[config.mk]
export PLATFORM = sky130hd
export DESIGN_NAME = binary_arithmetic_decoder_core
export DESIGN_NICKNAME = d
export VERILOG_FILES = /design/src/rtl/bac_pkg.sv /design/src/rtl/binary_arithmetic_decoder_core.sv
export SDC_FILE = /design/constraint.sdc
export NUM_CORES = 2
export LEC_CHECK = 0
export ABC_AREA = 1
export BUFFER_PORTS_ARGS = -buffer_cell sky130_fd_sc_hd__buf_2
export CORE_ASPECT_RATIO = 0.75
export CORE_UTILIZATION = 30
export DETAILED_ROUTE_END_ITERATION = 7
export PLACE_DENSITY = 0.56
export SYNTH_ARGS = -nofsm -noshare
export SYNTH_HDL_FRONTEND = slang
export SYNTH_SLANG_ARGS = --single-unit
[constraint.sdc]
create_clock -name clk -period 10 [get_ports clk]
set_input_delay 1 -clock clk [delete_from_list [all_inputs] [get_ports clk]]
set_output_delay 1 -clock clk [all_outputs]
set_load 0.01 [all_outputs]
[src/rtl/bac_pkg.sv]
// ----------------------------------------------------------------------------
// bac_pkg
// Shared types and constants of the binary arithmetic decoder core: stream
// field widths, item function codes and the sequencer state type.
// ----------------------------------------------------------------------------
package bac_pkg;

  // Fixed widths of the stream fields.
  localparam int WINDOW_W    = 32;
  localparam int FIELD_CNT_W = 16;
  localparam int USED_W      = 6;
  localparam int IN_TDATA_W  = 64;
  localparam int OUT_TDATA_W = 8;

  // Item function codes carried on the slave tuser bit.
  localparam logic FUNC_INIT   = 1'b0;
  localparam logic FUNC_DECODE = 1'b1;

  // Sequencer states.
  typedef enum logic [2:0] {
    ST_IDLE,
    ST_MUL0,
    ST_MUL1,
    ST_CMP,
    ST_DIV,
    ST_UPD,
    ST_NORM,
    ST_DONE
  } state_t;

endpackage

[src/rtl/binary_arithmetic_decoder_core.sv]
// Sequencing: an init beat goes from idle straight to the output load; a decode
// beat passes through the multiplier states MUL0 and MUL1, a compare, the divider,
// a bound update, renormalization (N steps, at most PRECISION) and the output
// load. A zero total count skips the divider. The core takes one beat at a time
// and accepts the next only back in idle. Reset (synchronous, active high)
// restores the bounds and tag and empties the output.
// ----------------------------------------------------------------------------
// binary_arithmetic_decoder_core
// Integer binary arithmetic decoder. One shared multiplier, a radix-2
// restoring divider and a one-bit-per-cycle renormalizer run under a small
// sequencer to decode one symbol per decode beat.
// ----------------------------------------------------------------------------
module binary_arithmetic_decoder_core #(
  parameter int PRECISION  = 32,
  parameter int COUNT_BITS = 16
) (
  input  logic                              clk,
  input  logic                              rst,
  // Slave stream.
  input  logic                              s_axis_tvalid,
  output logic                              s_axis_tready,
  // tdata: code_window[31:0], count_one[47:32], total_count[63:48].
  input  logic [bac_pkg::IN_TDATA_W-1:0]    s_axis_tdata,
  // tuser: func (0 = init, 1 = decode).
  input  logic                              s_axis_tuser,
  // Master stream.
  output logic                              m_axis_tvalid,
  input  logic                              m_axis_tready,
  // tdata: decoded_bit[0], bits_used[6:1], interval_fault[7].
  output logic [bac_pkg::OUT_TDATA_W-1:0]   m_axis_tdata
);

  // Effective count width after masking to COUNT_BITS.
  localparam int CW  = (COUNT_BITS < bac_pkg::FIELD_CNT_W) ? COUNT_BITS
                                                          : bac_pkg::FIELD_CNT_W;
  localparam int RW  = PRECISION + 1;
  localparam int PW  = RW + CW;
  localparam int SW  = PRECISION + 2;
  localparam int DCW = $clog2(PRECISION + 2);
  localparam int UW  = bac_pkg::USED_W;

  bac_pkg::state_t state, state_next;

  logic [PRECISION-1:0]          low_b;
  logic [PRECISION-1:0]          high_b;
  logic [PRECISION-1:0]          tag;
  logic [bac_pkg::WINDOW_W-1:0]  window;
  logic [CW-1:0]                 tot;
  logic [CW-1:0]                 cum0;
  logic                          tot_zero;
  logic [RW-1:0]                 offs1;
  logic [RW-1:0]                 rng;
  logic [PW-1:0]                 a_prod;
  logic [CW-1:0]                 rem;
  logic [RW-1:0]                 dvd;
  logic [DCW-1:0]                div_cnt;
  logic                          sym;
  logic                          fault;
  logic [UW-1:0]                 used_cnt;
  logic                          out_valid;
  logic                          out_bit;
  logic [UW-1:0]                 out_used;
  logic                          out_fault;

  // Input field split.
  logic [bac_pkg::WINDOW_W-1:0]  in_window;
  logic [CW-1:0]                 in_c1;
  logic [CW-1:0]                 in_tot;
  logic                          in_accept;

  assign in_window = s_axis_tdata[31:0];
  assign in_c1     = s_axis_tdata[32 +: CW];
  assign in_tot    = s_axis_tdata[48 +: CW];
  assign in_accept = s_axis_tvalid && s_axis_tready;
  assign s_axis_tready = (state == bac_pkg::ST_IDLE);

  // Interval width and tag offset at acceptance, modulo 2^PRECISION.
  logic [PRECISION-1:0] span;
  logic [PRECISION-1:0] offset;
  assign span   = high_b - low_b;
  assign offset = tag - low_b;

  // Shared multiplier: (offset + 1) * total, then range * cum0.
  logic [RW-1:0] mul_a;
  logic [CW-1:0] mul_b;
  logic [PW-1:0] prod;
  assign mul_a = (state == bac_pkg::ST_MUL0) ? offs1 : rng;
  assign mul_b = (state == bac_pkg::ST_MUL0) ? tot : cum0;
  assign prod  = {{CW{1'b0}}, mul_a} * {{RW{1'b0}}, mul_b};

  // Restoring divider step: one quotient bit per cycle.
  logic [CW:0]   div_try;
  logic [CW+1:0] div_sub;
  logic          div_q;
  assign div_try = {rem, dvd[RW-1]};
  assign div_sub = {1'b0, div_try} - {2'b00, tot};
  assign div_q   = !div_sub[CW+1];

  // Bound update after the symbol decision.
  logic [SW-1:0] lo_ext;
  logic [SW-1:0] add_lo;
  logic [SW-1:0] add_hi;
  logic [SW-1:0] new_lo;
  logic [SW-1:0] hi_sum;
  logic [SW-1:0] hi_sum_m1;
  logic          upd_fault;
  assign lo_ext    = {2'b00, low_b};
  assign add_lo    = (sym && !tot_zero) ? {1'b0, dvd} : '0;
  assign add_hi    = tot_zero ? '0 : (sym ? {1'b0, rng} : {1'b0, dvd});
  assign new_lo    = lo_ext + add_lo;
  assign hi_sum    = lo_ext + add_hi;
  assign hi_sum_m1 = hi_sum - SW'(1);
  assign upd_fault = (hi_sum <= new_lo + SW'(1));

  // Renormalization step decision.
  logic shift_step;
  logic under_step;
  logic norm_go;
  assign shift_step = !(high_b[PRECISION-1] ^ low_b[PRECISION-1]);
  assign under_step = !high_b[PRECISION-2] && low_b[PRECISION-2];
  assign norm_go    = (shift_step || under_step) && (used_cnt < UW'(PRECISION));

  // Output register loads when empty or being drained.
  logic out_load;
  assign out_load = (state == bac_pkg::ST_DONE) && (!out_valid || m_axis_tready);

  // State register.
  always_ff @(posedge clk) begin
    if (rst) begin
      state <= bac_pkg::ST_IDLE;
    end else begin
      state <= state_next;
    end
  end

  // Next-state logic of the sequencer.
  always_comb begin
    state_next = state;
    unique case (state)
      bac_pkg::ST_IDLE: begin
        if (in_accept) begin
          state_next = (s_axis_tuser == bac_pkg::FUNC_INIT) ? bac_pkg::ST_DONE
                                                            : bac_pkg::ST_MUL0;
        end
      end
      bac_pkg::ST_MUL0: state_next = bac_pkg::ST_MUL1;
      bac_pkg::ST_MUL1: state_next = bac_pkg::ST_CMP;
      bac_pkg::ST_CMP: begin
        state_next = tot_zero ? bac_pkg::ST_UPD : bac_pkg::ST_DIV;
      end
      bac_pkg::ST_DIV: begin
        if (div_cnt == DCW'(PRECISION)) begin
          state_next = bac_pkg::ST_UPD;
        end
      end
      bac_pkg::ST_UPD: state_next = bac_pkg::ST_NORM;
      bac_pkg::ST_NORM: begin
        if (!norm_go) begin
          state_next = bac_pkg::ST_DONE;
        end
      end
      bac_pkg::ST_DONE: begin
        if (out_load) begin
          state_next = bac_pkg::ST_IDLE;
        end
      end
    endcase
  end

  // Coder state: bounds and tag; reset sets the full interval and a zero tag.
  always_ff @(posedge clk) begin
    if (rst) begin
      low_b  <= '0;
      high_b <= '1;
      tag    <= '0;
    end else begin
      priority case (1'b1)
        in_accept && (s_axis_tuser == bac_pkg::FUNC_INIT): begin
          low_b  <= '0;
          high_b <= '1;
          tag    <= in_window[bac_pkg::WINDOW_W-1 -: PRECISION];
        end
        state == bac_pkg::ST_UPD: begin
          low_b  <= new_lo[PRECISION-1:0];
          high_b <= hi_sum_m1[PRECISION-1:0];
        end
        (state == bac_pkg::ST_NORM) && norm_go: begin
          // Shift in the next code bit; an underflow step flips the MSBs.
          low_b  <= {low_b[PRECISION-2:0], 1'b0}  ^ {!shift_step, {(PRECISION-1){1'b0}}};
          high_b <= {high_b[PRECISION-2:0], 1'b1} ^ {!shift_step, {(PRECISION-1){1'b0}}};
          tag    <= {tag[PRECISION-2:0], window[bac_pkg::WINDOW_W-1]}
                    ^ {!shift_step, {(PRECISION-1){1'b0}}};
        end
        default: begin
        end
      endcase
    end
  end

  // Working registers of the datapath.
  always_ff @(posedge clk) begin
    unique case (state)
      bac_pkg::ST_IDLE: begin
        window   <= in_window;
        tot      <= in_tot;
        cum0     <= (in_c1 > in_tot) ? '0 : in_tot - in_c1;
        tot_zero <= (in_tot == '0);
        offs1    <= {1'b0, offset} + RW'(1);
        rng      <= {1'b0, span} + RW'(1);
        sym      <= 1'b0;
        fault    <= 1'b0;
        used_cnt <= (s_axis_tuser == bac_pkg::FUNC_INIT) ? UW'(PRECISION) : '0;
      end
      bac_pkg::ST_MUL0: begin
        a_prod <= prod;
      end
      bac_pkg::ST_MUL1: begin
        rem <= prod[PW-1:RW];
        dvd <= prod[RW-1:0];
      end
      bac_pkg::ST_CMP: begin
        // Symbol 0 when the total is nonzero and (offset+1)*total <= cum0*range.
        sym     <= tot_zero || (a_prod > {rem, dvd});
        div_cnt <= '0;
      end
      bac_pkg::ST_DIV: begin
        rem     <= div_q ? div_sub[CW-1:0] : div_try[CW-1:0];
        dvd     <= {dvd[RW-2:0], div_q};
        div_cnt <= div_cnt + DCW'(1);
      end
      bac_pkg::ST_UPD: begin
        fault <= upd_fault;
      end
      bac_pkg::ST_NORM: begin
        if (norm_go) begin
          window   <= {window[bac_pkg::WINDOW_W-2:0], 1'b0};
          used_cnt <= used_cnt + UW'(1);
        end
      end
      bac_pkg::ST_DONE: begin
      end
    endcase
  end

  // Output register.
  always_ff @(posedge clk) begin
    if (rst) begin
      out_valid <= 1'b0;
    end else if (out_load) begin
      out_valid <= 1'b1;
    end else if (m_axis_tready) begin
      out_valid <= 1'b0;
    end
  end

  always_ff @(posedge clk) begin
    if (out_load) begin
      out_bit   <= sym;
      out_used  <= used_cnt;
      out_fault <= fault;
    end
  end

  assign m_axis_tvalid = out_valid;
  assign m_axis_tdata  = {out_fault, out_used, out_bit};

`ifndef SYNTHESIS
  // Renormalization never takes more code bits than the precision.
  a_used_bound: assert property (@(posedge clk) disable iff (rst)
    used_cnt <= UW'(PRECISION))
    else $error("bits used exceeds precision");

  // Divider remainder stays below the divisor.
  a_rem_bound: assert property (@(posedge clk) disable iff (rst)
    (state == bac_pkg::ST_DIV) |-> (rem < tot))
    else $error("divider remainder out of range");

  // An accepted init beat goes straight to result delivery.
  a_init_path: assert property (@(posedge clk) disable iff (rst)
    (in_accept && (s_axis_tuser == bac_pkg::FUNC_INIT)) |=> (state == bac_pkg::ST_DONE))
    else $error("init beat did not go to result delivery");

  // The divider runs only after the compare with a nonzero total.
  a_div_entry: assert property (@(posedge clk) disable iff (rst)
    $rose(state == bac_pkg::ST_DIV) |-> ($past(state) == bac_pkg::ST_CMP) && !tot_zero)
    else $error("divider entered unexpectedly");

  // A result load leaves the output valid and the sequencer back in idle.
  a_out_load: assert property (@(posedge clk) disable iff (rst)
    out_load |=> out_valid && (state == bac_pkg::ST_IDLE))
    else $error("result load lost");
`endif

endmodule
==> results.json <==
{
  "status": "complete, no violations",
  "die_x_um": 459,
  "clk_path_buf_depth": 3,
  "rsz0062_at_grt": "false",
  "cts_made_buffers": 39,
  "synth-edff-count": 251,
  "grt_pass1_wl_um": 266000,
  "ys_async_sr_fraction_pct": 0,
  "fmax_ghz": 0.115,
  "core_sq_um": 155000,
  "grt_max_degree": 100,
  "clk_pin_slew_ns": 0.08,
  "synth_fp_nets": 7399,
  "synth_top_family_by_area": "adder cells",
  "fin_crit_sh_pct": 87.3,
  "clock_skew_ns": 0.0481,
  "drv_cap": 0,
  "synth.mux.area_fraction_pct": 0,
  "areaGrowthSynthToFinish_pct": 9.35,
  "worstPathMaxFanout": 32,
  "regArea_sq_um": 9540,
  "drt_wl_total_um": 179000,
  "viasPerCell": 5.02,
  "cpMostUsedCell": "inv_1",
  "yosysWarnings": 0,
  "finalHoldViolations": 0,
  "cts_setup_buffers": 0,
  "cts-root-buf": "clkbuf_16",
  "use_met2_pct": 31.5,
  "antenna_found_initial": 6,
  "synth_cell_types": 57,
  "tritoncts": "done",
  "synth.ff_latch_count": 351,
  "synth_xor_area_share_pct": 3.66,
  "antenna_left": 0,
  "synth-simple-area-share_pct": 26.0,
  "cp_slowest_stage_delay_ns": 0.70,
  "num_rows": 125,
  "synth_cells": 6518,
  "drtPass1Iterations": 6,
  "hold_start": "fault$_DFFE_PP_",
  "drt-initial-drc-count": 4512,
  "rr_startpoint": "state[1]$_SDFFE_PP0P_",
  "setup.worst_path.end_class": "flop",
  "initial_utilization_pct": 30.3,
  "critPathArrivalTime_ns": 9.03,
  "vias": 43600,
  "htreeDepth": 2,
  "reg2regPathDepth": 32,
  "post_drt_wl_per_cell_um": 20.6,
  "layout_commonest_cell": "nand2_1",
  "insertion_delay_ns": 0.61,
  "synth-adder-area-share_pct": 28.6,
  "grt_overflow": 0,
  "slew_viol_final": 0,
  "gp_congestion": 1.00,
  "n_fill_cell": 16900,
  "grt_use_met1_pct": 33.0,
  "slew_headroom_pct": 3.68,
  "dieArea_sq_um": 158000,
  "slowest_stage": "clkinv_1",
  "yosysSeqAreaShare_pct": 20.3,
  "ioPinCount": 79,
  "drcViolationCount": 0,
  "drive_gt1_share_pct": 5.81,
  "required_ns": 10.31,
  "cts_resized": 0,
  "grtUsageMet3_pct": 7.00,
  "nets": 7444,
  "grtUsageTotal_pct": 22.4,
  "grt-busiest-layer": "met1",
  "most-common-layout-cells": "1602 x nand2_1, 1238 x inv_1, 779 x nor2_1",
  "chipHeight_um": 345,
  "multi_input_area_sq_um": 32200,
  "hold_buffers": 0,
  "ys.flop_type": "edfxtp_1",
  "hpwlAfterDp_um": 148000,
  "setup_tns_ns": 0,
  "grt_pass1_vias": 42300,
  "period_minus_slack_ns": 8.73,
  "hp-class": "reg -> reg",
  "synth_compound_area_share_pct": 10.1,
  "syn_avg_cell_area_sq_um": 7.21,
  "hold_depth": 0,
  "cts.sinks": 351,
  "start_kind": "flop",
  "r2r_setup_slack_ns": 1.27,
  "portBuffers": 78,
  "hold_end": "out_fault$_DFFE_PP_",
  "r2r-end": "rem[15]$_DFFE_PP_",
  "setup_viol": 0,
  "tightest_slew_ns": 1.43,
  "syn_area_sq_um": 47000,
  "crit_type": "reg -> reg"
}
## per-stage QoR
stage	hold WS [ns]	utilization [%]	instance area (sq um)	instances	setup WS, ns
after floorplan	0.400	-	47000	6518	0.406
after global placement	0.417	32.3	50100	8617	1.49
after detailed placement	0.425	32.3	50100	8617	1.42
after CTS	0.434	33.1	51400	8688	1.39
after global routing	0.455	33.1	51400	8688	0.769
final	0.432	33.1	51400	8691	1.27
## metal layers
layer,wire length (um),vias up
met1,83900,20900
met4,4250,2
met2,69800,1850
li1,-,20600
met3,20700,196
met5,13,-
## synthesized netlist by cell type, types with 13 or more instances
master	number	area, sq um
a21oi_1	264	1320
nor2_1	784	2940
xor2_1	106	928
a211oi_1	69	518
nand2_1	1604	6020
a31oi_1	53	332
a21o_1	28	210
nor4_1	15	93.8
inv_2	16	60.1
nand4_1	84	526
nand2_2	23	144
fa_1	438	8770
o21ai_0	251	1260
xnor2_1	68	596
dfxtp_1	100	2000
o21a_1	20	150
and2_1	15	93.8
nand3b_1	22	165
edfxtp_1	251	7540
nand3_1	230	1150
o21ai_2	18	158
o21bai_1	21	158
clkbuf_1	127	477
ha_1	374	4680
inv_1	1241	4660
nor3_1	85	425
o21ai_1	19	95.1
clkinv_1	13	48.8
a221oi_1	17	149
nor2_2	33	206
## registers in the layout, indices dropped and copies added, names as in the netlist, 32 cells and up
| signal | flops |
|---|---|
| dvd | 33 |
| tag | 32 |
| high_b | 32 |
| offs1 | 33 |
| low_b | 32 |
| window | 32 |
| rng | 33 |
| a_prod | 49 |
## layout make-up
type | count | share of cell area (%)
Antenna cell | 3 | 0.0146
Clock buffer | 52 | 2.07
Clock inverter | 19 | 0.477
Inverter | 1270 | 9.28
Multi-Input combinational cell | 4749 | 62.6
Sequential cell | 351 | 18.6
Tap cell | 2095 | 5.10
Timing Repair Buffer | 152 | 1.86
## critical path: cells and delay by family, from the launching register on
kind,cells,cell delay [ns]
buf+inv,10,2.22
compound gates,3,0.70
simple gates,10,1.35
fa+ha+maj,8,3.49
flops,1,0.33
xor+xnor,1,0.29
## logic make-up after synthesis
| group | count (synthesis) |
|---|---|
| compound gates | 808 |
| buf+inv | 1418 |
| fa+ha+maj | 812 |
| flops | 351 |
| simple gates | 2943 |
| xor+xnor | 186 |
## worst max-delay path by stage
| stage | from | cells after the start | to |
|---|---|---|---|
| after global routing | state[1]$_SDFFE_PP0P_ | 32 | rem[15]$_DFFE_PP_ |
| after detailed placement | state[1]$_SDFFE_PP0P_ | 32 | rem[15]$_DFFE_PP_ |
| after global placement | state[1]$_SDFFE_PP0P_ | 31 | dvd[28]$_DFFE_PP_ |
| after floorplan | state[1]$_SDFFE_PP0P_ | 34 | rem[15]$_DFFE_PP_ |
| final | state[1]$_SDFFE_PP0P_ | 32 | rem[15]$_DFFE_PP_ |
| after CTS | state[1]$_SDFFE_PP0P_ | 32 | rem[15]$_DFFE_PP_ |
Power is not shown: default switching activity piles up to over one toggle a cycle in this logic, so the estimate is an artifact.
